`config.mk`:
```
export PLATFORM = sky130hd
export DESIGN_NAME = sha256_three_round_precalc
export DESIGN_NICKNAME = d
export VERILOG_FILES = /design/src/hdl/s256pre_pkg.sv /design/src/hdl/sha256_three_round_precalc.sv /design/src/hdl/s256pre_round.sv
export SDC_FILE = /design/constraint.sdc
export NUM_CORES = 2
export LEC_CHECK = 0
export ABC_AREA = 0
export BUFFER_PORTS_ARGS = -buffer_cell sky130_fd_sc_hd__buf_2
export CAP_MARGIN = 40
export CELL_PAD_IN_SITES_DETAIL_PLACEMENT = 0
export CELL_PAD_IN_SITES_GLOBAL_PLACEMENT = 1
export CORE_MARGIN = 2
export CORE_UTILIZATION = 40
export CTS_BUF_LIST = sky130_fd_sc_hd__clkbuf_16
export CTS_CLUSTER_DIAMETER = 60
export DETAILED_ROUTE_END_ITERATION = 10
export PLACE_DENSITY = 0.65
export SLEW_MARGIN = 20
export SYNTH_ARGS = -nofsm -noshare
export SYNTH_HDL_FRONTEND = slang
export SYNTH_HIERARCHICAL = 1
export SYNTH_SLANG_ARGS = --single-unit
export TNS_END_PERCENT = 10
```
`constraint.sdc`:
```
create_clock -name clk -period 19.2 [get_ports clk]
set_clock_uncertainty 0.05 [all_clocks]
set_input_delay 3.84 -clock clk [delete_from_list [all_inputs] [get_ports clk]]
set_output_delay 3.84 -clock clk [all_outputs]
set_load 0.05 [all_outputs]
```
`src/hdl/s256pre_pkg.sv`:
```
// Shared types, round constants and SHA-256 round functions for the
// three-round midstate precompute block. No dependencies.
package s256pre_pkg;

  localparam int unsigned ROUNDS = 3;
  localparam int unsigned WORD_W = 32;

  typedef logic [WORD_W-1:0] word_t;

  // Round constants K0..K2, index 0 in the lowest word
  localparam logic [ROUNDS-1:0][WORD_W-1:0] ROUND_K = {
    32'hb5c0fbcf, 32'h71374491, 32'h428a2f98
  };

  // Everything one item carries down the pipeline
  typedef struct packed {
    logic [ROUNDS-1:0][WORD_W-1:0] res_e;
    logic [ROUNDS-1:0][WORD_W-1:0] res_a;
    logic [ROUNDS-1:0][WORD_W-1:0] w;
    word_t h;
    word_t g;
    word_t f;
    word_t e;
    word_t d;
    word_t c;
    word_t b;
    word_t a;
  } pipe_t;

  function automatic word_t big_sigma0(input word_t x);
    return {x[1:0], x[31:2]} ^ {x[12:0], x[31:13]} ^ {x[21:0], x[31:22]};
  endfunction

  function automatic word_t big_sigma1(input word_t x);
    return {x[5:0], x[31:6]} ^ {x[10:0], x[31:11]} ^ {x[24:0], x[31:25]};
  endfunction

  function automatic word_t choose(input word_t e, input word_t f, input word_t g);
    return g ^ (e & (f ^ g));
  endfunction

  function automatic word_t majority(input word_t a, input word_t b, input word_t c);
    return (a & b) | (c & (a | b));
  endfunction

endpackage

```
`src/hdl/sha256_three_round_precalc.sv`:
```
// Top level of the SHA-256 three-round midstate precompute.
// Depends on s256pre_pkg and s256pre_round.
//
// Usage:
//   Input stream (in_*): one transfer carries the midstate words a..h and
//   message words W0..W2 of the second block. Output stream (out_*): one
//   transfer per input carries working variables a and e after each of the
//   first three rounds.
//   Stages: one round per register stage; the third stage register is the
//   output register.
//   Throughput: one item per cycle while out_tready is high; each of the
//   three round stages holds one item, so three items can be in flight.
//   Reset: rst_n (synchronous, active low) clears the stage valid bits; any
//   items in flight are dropped and out_tvalid falls.
//   Stall: when out_tready is low the result holds on out_tdata. Stages
//   behind it keep filling bubbles, so in_tready stays high until every
//   stage holds an item; no item is lost or repeated.
module sha256_three_round_precalc (
  input  logic         clk,
  input  logic         rst_n,
  input  logic         in_tvalid,
  output logic         in_tready,
  // mid_a, mid_b, mid_c, mid_d, mid_e, mid_f, mid_g, mid_h, msg_w0, msg_w1, msg_w2
  input  logic [351:0] in_tdata,
  output logic         out_tvalid,
  input  logic         out_tready,
  // a_round0, a_round1, a_round2, e_round0, e_round1, e_round2
  output logic [191:0] out_tdata
);

  localparam int unsigned NSTG = s256pre_pkg::ROUNDS;

  s256pre_pkg::pipe_t stg_data  [NSTG+1];
  logic               stg_valid [NSTG+1];
  logic               stg_ready [NSTG+1];

  // unpack the input transfer
  always_comb begin
    stg_data[0]       = '0;
    stg_data[0].a     = in_tdata[31:0];
    stg_data[0].b     = in_tdata[63:32];
    stg_data[0].c     = in_tdata[95:64];
    stg_data[0].d     = in_tdata[127:96];
    stg_data[0].e     = in_tdata[159:128];
    stg_data[0].f     = in_tdata[191:160];
    stg_data[0].g     = in_tdata[223:192];
    stg_data[0].h     = in_tdata[255:224];
    stg_data[0].w[0]  = in_tdata[287:256];
    stg_data[0].w[1]  = in_tdata[319:288];
    stg_data[0].w[2]  = in_tdata[351:320];
  end

  assign stg_valid[0] = in_tvalid;
  assign in_tready    = stg_ready[0];

  // one stage per round
  for (genvar r = 0; r < NSTG; r++) begin : g_round
    s256pre_round #(
      .ROUND(r)
    ) u_round (
      .clk      (clk),
      .rst_n    (rst_n),
      .up_valid (stg_valid[r]),
      .up_ready (stg_ready[r]),
      .up_data  (stg_data[r]),
      .dn_valid (stg_valid[r+1]),
      .dn_ready (stg_ready[r+1]),
      .dn_data  (stg_data[r+1])
    );
  end

  // pack the result transfer
  assign out_tvalid      = stg_valid[NSTG];
  assign stg_ready[NSTG] = out_tready;
  assign out_tdata = {stg_data[NSTG].res_e[2], stg_data[NSTG].res_e[1],
                      stg_data[NSTG].res_e[0], stg_data[NSTG].res_a[2],
                      stg_data[NSTG].res_a[1], stg_data[NSTG].res_a[0]};

endmodule

```
`src/hdl/s256pre_round.sv`:
```
// One SHA-256 compression round as a registered pipeline stage with
// valid/ready flow control. Depends on s256pre_pkg.
module s256pre_round #(
  parameter int unsigned ROUND = 0
) (
  input  logic               clk,
  input  logic               rst_n,
  input  logic               up_valid,
  output logic               up_ready,
  input  s256pre_pkg::pipe_t up_data,
  output logic               dn_valid,
  input  logic               dn_ready,
  output s256pre_pkg::pipe_t dn_data
);

  logic               vld_r;
  s256pre_pkg::pipe_t data_r;
  s256pre_pkg::pipe_t data_nxt;
  logic               load;
  s256pre_pkg::word_t t1;
  s256pre_pkg::word_t t2;

  // stage takes a new item when empty or when its item leaves this cycle
  assign load     = !vld_r || dn_ready;
  assign up_ready = load;

  // round datapath
  always_comb begin
    t1 = up_data.h + s256pre_pkg::big_sigma1(up_data.e)
       + s256pre_pkg::choose(up_data.e, up_data.f, up_data.g)
       + s256pre_pkg::ROUND_K[ROUND] + up_data.w[ROUND];
    t2 = s256pre_pkg::big_sigma0(up_data.a)
       + s256pre_pkg::majority(up_data.a, up_data.b, up_data.c);
    data_nxt = up_data;
    data_nxt.h = up_data.g;
    data_nxt.g = up_data.f;
    data_nxt.f = up_data.e;
    data_nxt.e = up_data.d + t1;
    data_nxt.d = up_data.c;
    data_nxt.c = up_data.b;
    data_nxt.b = up_data.a;
    data_nxt.a = t1 + t2;
    data_nxt.res_a[ROUND] = t1 + t2;
    data_nxt.res_e[ROUND] = up_data.d + t1;
  end

  // valid bit
  always_ff @(posedge clk) begin
    if (!rst_n) begin
      vld_r <= 1'b0;
    end else if (load) begin
      vld_r <= up_valid;
    end
  end

  // payload, no reset
  always_ff @(posedge clk) begin
    if (load && up_valid) begin
      data_r <= data_nxt;
    end
  end

  assign dn_valid = vld_r;
  assign dn_data  = data_r;

endmodule

```
### Yosys cells after proc, flatten, opt, wreduce, memory -nomap -nowiden

Index checks and enable logic that the tools add are counted.

* bitwise logic cells: 33
* reductions and logical operators: 9
* add/sub/neg operators: 21

Operators with widths (number)
* $add A32 B32 Y32: 18
* $xor A32 B32 Y32: 18
* $and A32 B32 Y32: 9
* $or A32 B32 Y32: 6
* $add A32 B31 Y32 const B: 2
* $add A32 B32 Y32 const B: 1
* $logic_and A1 B1 Y1: 3
* $logic_not A1 Y1: 3
* $logic_or A1 B1 Y1: 3

* word-level logic and storage cells: 91
* input bits: 356
* flip-flop bits (word level): 803
* output and inout port bits: 194

### Depth between registers and ports, before layout

* depth in word-level cells: 7
* depth in mapped cells: 31
* depth with buffers taken out: 30

### Modules after synthesis

The synthesis kept the hierarchy.

By module, submodules not included
* s256pre_round at g_round[1].u_round: area each 24384.6 um2, cells each 1706, sequential area each 14433.8 um2, instances 1
* s256pre_round at g_round[2].u_round: area each 24264.5 um2, cells each 1707, sequential area each 14433.8 um2, instances 1
* s256pre_round at g_round[0].u_round: area each 23870.4 um2, cells each 1576, sequential area each 14433.8 um2, instances 1
* sha256_three_round_precalc: area each 3.8 um2, cells each 1, sequential area each 0.0 um2, instances 1

### Least setup slack after synthesis

Ideal clock, no wire load.

* kind: input -> register
* start point: input out_tready
* end point: register g_round[0].u_round.data_r, in the netlist g_round[0].u_round/dn_data[100], enable pin
* stages: 4
* slack: 2.832 ns
* library setup time: 0.904 ns
* required time: 18.246 ns
* arrival time: 15.414 ns
* buffers on the path: 0
* cells stage by stage: nand2b_1 nand2b_1 nand2b_1 and2_1

RTL lines
* start: declaration: RTL line sha256_three_round_precalc.sv:26 `input logic out_tready,`
* end signal: assignment: RTL line s256pre_round.sv:59 `data_r <= data_nxt;`
* end: declaration: RTL line s256pre_round.sv:17 `s256pre_pkg::pipe_t data_r;`

==> key figures <==
Run
  • Max Cap Viol: 0

Routing
  • Vias/cell: roughly 5.3
  • Drt total wl: roughly 200,000 um
  • Drt pass-1 iters: 5
  • Wirelength per Cell: 29.4 um
  • DRT iter0 DRCs: 3,732
  • Post-DRT Antenna Nets: 0
  • Vias: 36,000
  • DRC: 0

Timing
  • Final setup vio count: 0
  • Worst-Margin Slew: 0.968 ns
  • Slew margin rel.: 0.354
  • Fin crit period: 10.95 ns
  • Fmax: 0.0913 GHz
  • RSZ-0062 raised after global routing: false
  • Max-slew violation count: 0
  • Tcrit/Tclk final: 0.570
  • Final worst slack: 8.25 ns
  • Hold Violations, Final: 0
  • Fin Setup TNS: 0 ns

Floorplan
  • Starting Density: 0.402
  • Die ar.: roughly 0.14 mm^2
  • Core Rows: 136
  • Core area: between 0.1 and 0.15 mm^2
  • Die height: roughly 380 um
  • Die W: approximately 380 um
  • Ports: 550

Placed design
  • Post-Place Cell Area: 0.0590 mm^2
  • Total placed cells including tap cells: 6,563
  • Port Buffers: roughly 550
  • Final Wtd Congestion: about 0.93
  • Setup WS pre-CTS: about 7.5 ns
  • Post-DP HPWL: between 150,000 and 200,000 um

Cells and area
  • Area grow syn2layout: 13.7%
  • Share of layout cells above drive strength 1: 0.182
  • Final Non-Filler Cells: about 6,800
  • Final instance area: between 0.06 and 0.07 mm^2
  • Final nets: approximately 5,900

CTS
  • Clock sink total: around 870
  • CTS Hold Bufs: 0
  • Root Buffer: clkbuf_16
  • Maximum buffer depth of the clock tree: 3
  • CTS clk-pin slew, worst paths: around 0.060 ns
  • Inserted Clock Buffers: 108
  • # H-tree levels: 3
  • Clk_lat worst skew: 0.74 ns
  • Resize count post-CTS: 0
  • Setup bufs post-CTS: 0
  • CTS tree: done

Setup path
  • R2R Path Start: g_round[0].u_round/dn_data[135]
  • Worst setup path endpoint: g_round[0].u_round/dn_data[383]
  • Crit path max fanout: 6
  • Internal reg-to-reg setup slack: between 10 and 15 ns
  • Worst setup SP type: input pin
  • Crit Path Class: input pin to flop
  • Worst setup EP type: flop
  • R2R cell count: 27
  • Worst endpoint required time: a little under 20 ns
  • Critical Path Start: in_tdata[155]
  • Reg2reg end: g_round[1].u_round/dn_data[415]
  • Arrival time worst endpoint: 11.37 ns

Global routing
  • Antenna violations before repair: 39
  • Tot GR Track Use: 0.278
  • GRT Residual Overflow: 0
  • Largest net degree at the start of global routing: between 150 and 200
  • Vias in the first global route: roughly 35,000
  • First-pass GRT wire length: ~270,000 um

Yosys
  • Syn Std Cell Area: roughly 0.055 mm^2
  • Syn_nets: about 5,400
  • Synth warn: 6
  • Post-synthesis cell count: 4,413
  • Mean area per synthesized cell: ~13 um^2

Run status
  • Status: complete, no violations

Min path
  • Worst Hold Class: flop to flop
-- per-stage QoR --
step,hold WS [ns],util
5_1_grt,0.373,0.457
4_1_cts,0.354,0.456
3_3_place_gp,0.352,0.429
2_1_floorplan,0.350,-
6_report,0.356,0.457
3_5_place_dp,0.355,0.430
-- placed cells by master (no fill, tap or decap), drive strengths merged, types with 109 or more instances in the layout --
master  instances
xnor2         439
clkbuf        109
edfxtp        864
inv           635
buf           585
a21oi         200
a21o          192
ha            369
fa            283
xor2          214
nor2          132
o21ai         180
-- critical path, cell delays in order --
cell and delay [ns]:
buf_2 0.18, xor2_1 0.20, xnor2_1 0.56, fa_1 0.53
inv_1 0.09, fa_1 0.40, ha_1 0.30, ha_1 0.24
fa_1 0.42, a21o_1 0.21, and4_4 0.20, o21ai_4 0.18
a21oi_1 0.16, o41a_1 0.48, a41oi_2 0.27, a21boi_0 0.12
nor2_1 0.12, xnor2_1 0.36, fa_1 0.55, ha_1 0.38
a21o_1 0.20, a21o_1 0.20, or4b_1 0.54, a21oi_2 0.22
o21ai_1 0.12, xnor2_1 0.14, xnor2_1 0.13
-- registers in the layout, summed over array words and instances, names as in the netlist --
name                      cells
g_round.u_round/dn_data     864
g_round.u_round/dn_valid      3
-- routing by layer --
layer,up-vias,track usage,wire [um]
li1,16200,-,-
met1,18100,0.391,87600
met2,1398,0.441,92100
met3,271,0.0472,13800
met4,22,0.0797,5880
met5,-,0,139
-- worst min-delay path by stage --
stage / startpoint / endpoint / slack (ns) / cells past startpoint
floorplan: g_round[0].u_round/dn_data[320] / g_round[1].u_round/dn_data[320] / 0.35 / 0
global placement: g_round[1].u_round/dn_data[373] / g_round[2].u_round/dn_data[373] / 0.35 / 0
detailed placement: g_round[0].u_round/dn_data[328] / g_round[1].u_round/dn_data[328] / 0.35 / 0
CTS: g_round[1].u_round/dn_data[352] / g_round[2].u_round/dn_data[352] / 0.35 / 0
global route: g_round[0].u_round/dn_data[330] / g_round[1].u_round/dn_data[330] / 0.37 / 0
finish: g_round[1].u_round/dn_data[352] / g_round[2].u_round/dn_data[352] / 0.36 / 0
-- final cells by class --
cell class / count / area [um^2]
multi-input combinational: 2719 / 25400
inverter: 602 / 2260
clock inverter: 97 / 917
antenna: 13 / 32.5
timing repair buffer: 585 / 3210
sequential: 867 / 26000
clock buffer: 109 / 2730
fill: 12600 / 74500
tap: 1794 / 2240
Power is left out: the tool's default activity adds up to more than one toggle a clock period on the data nets, which glitch-free logic cannot reach.
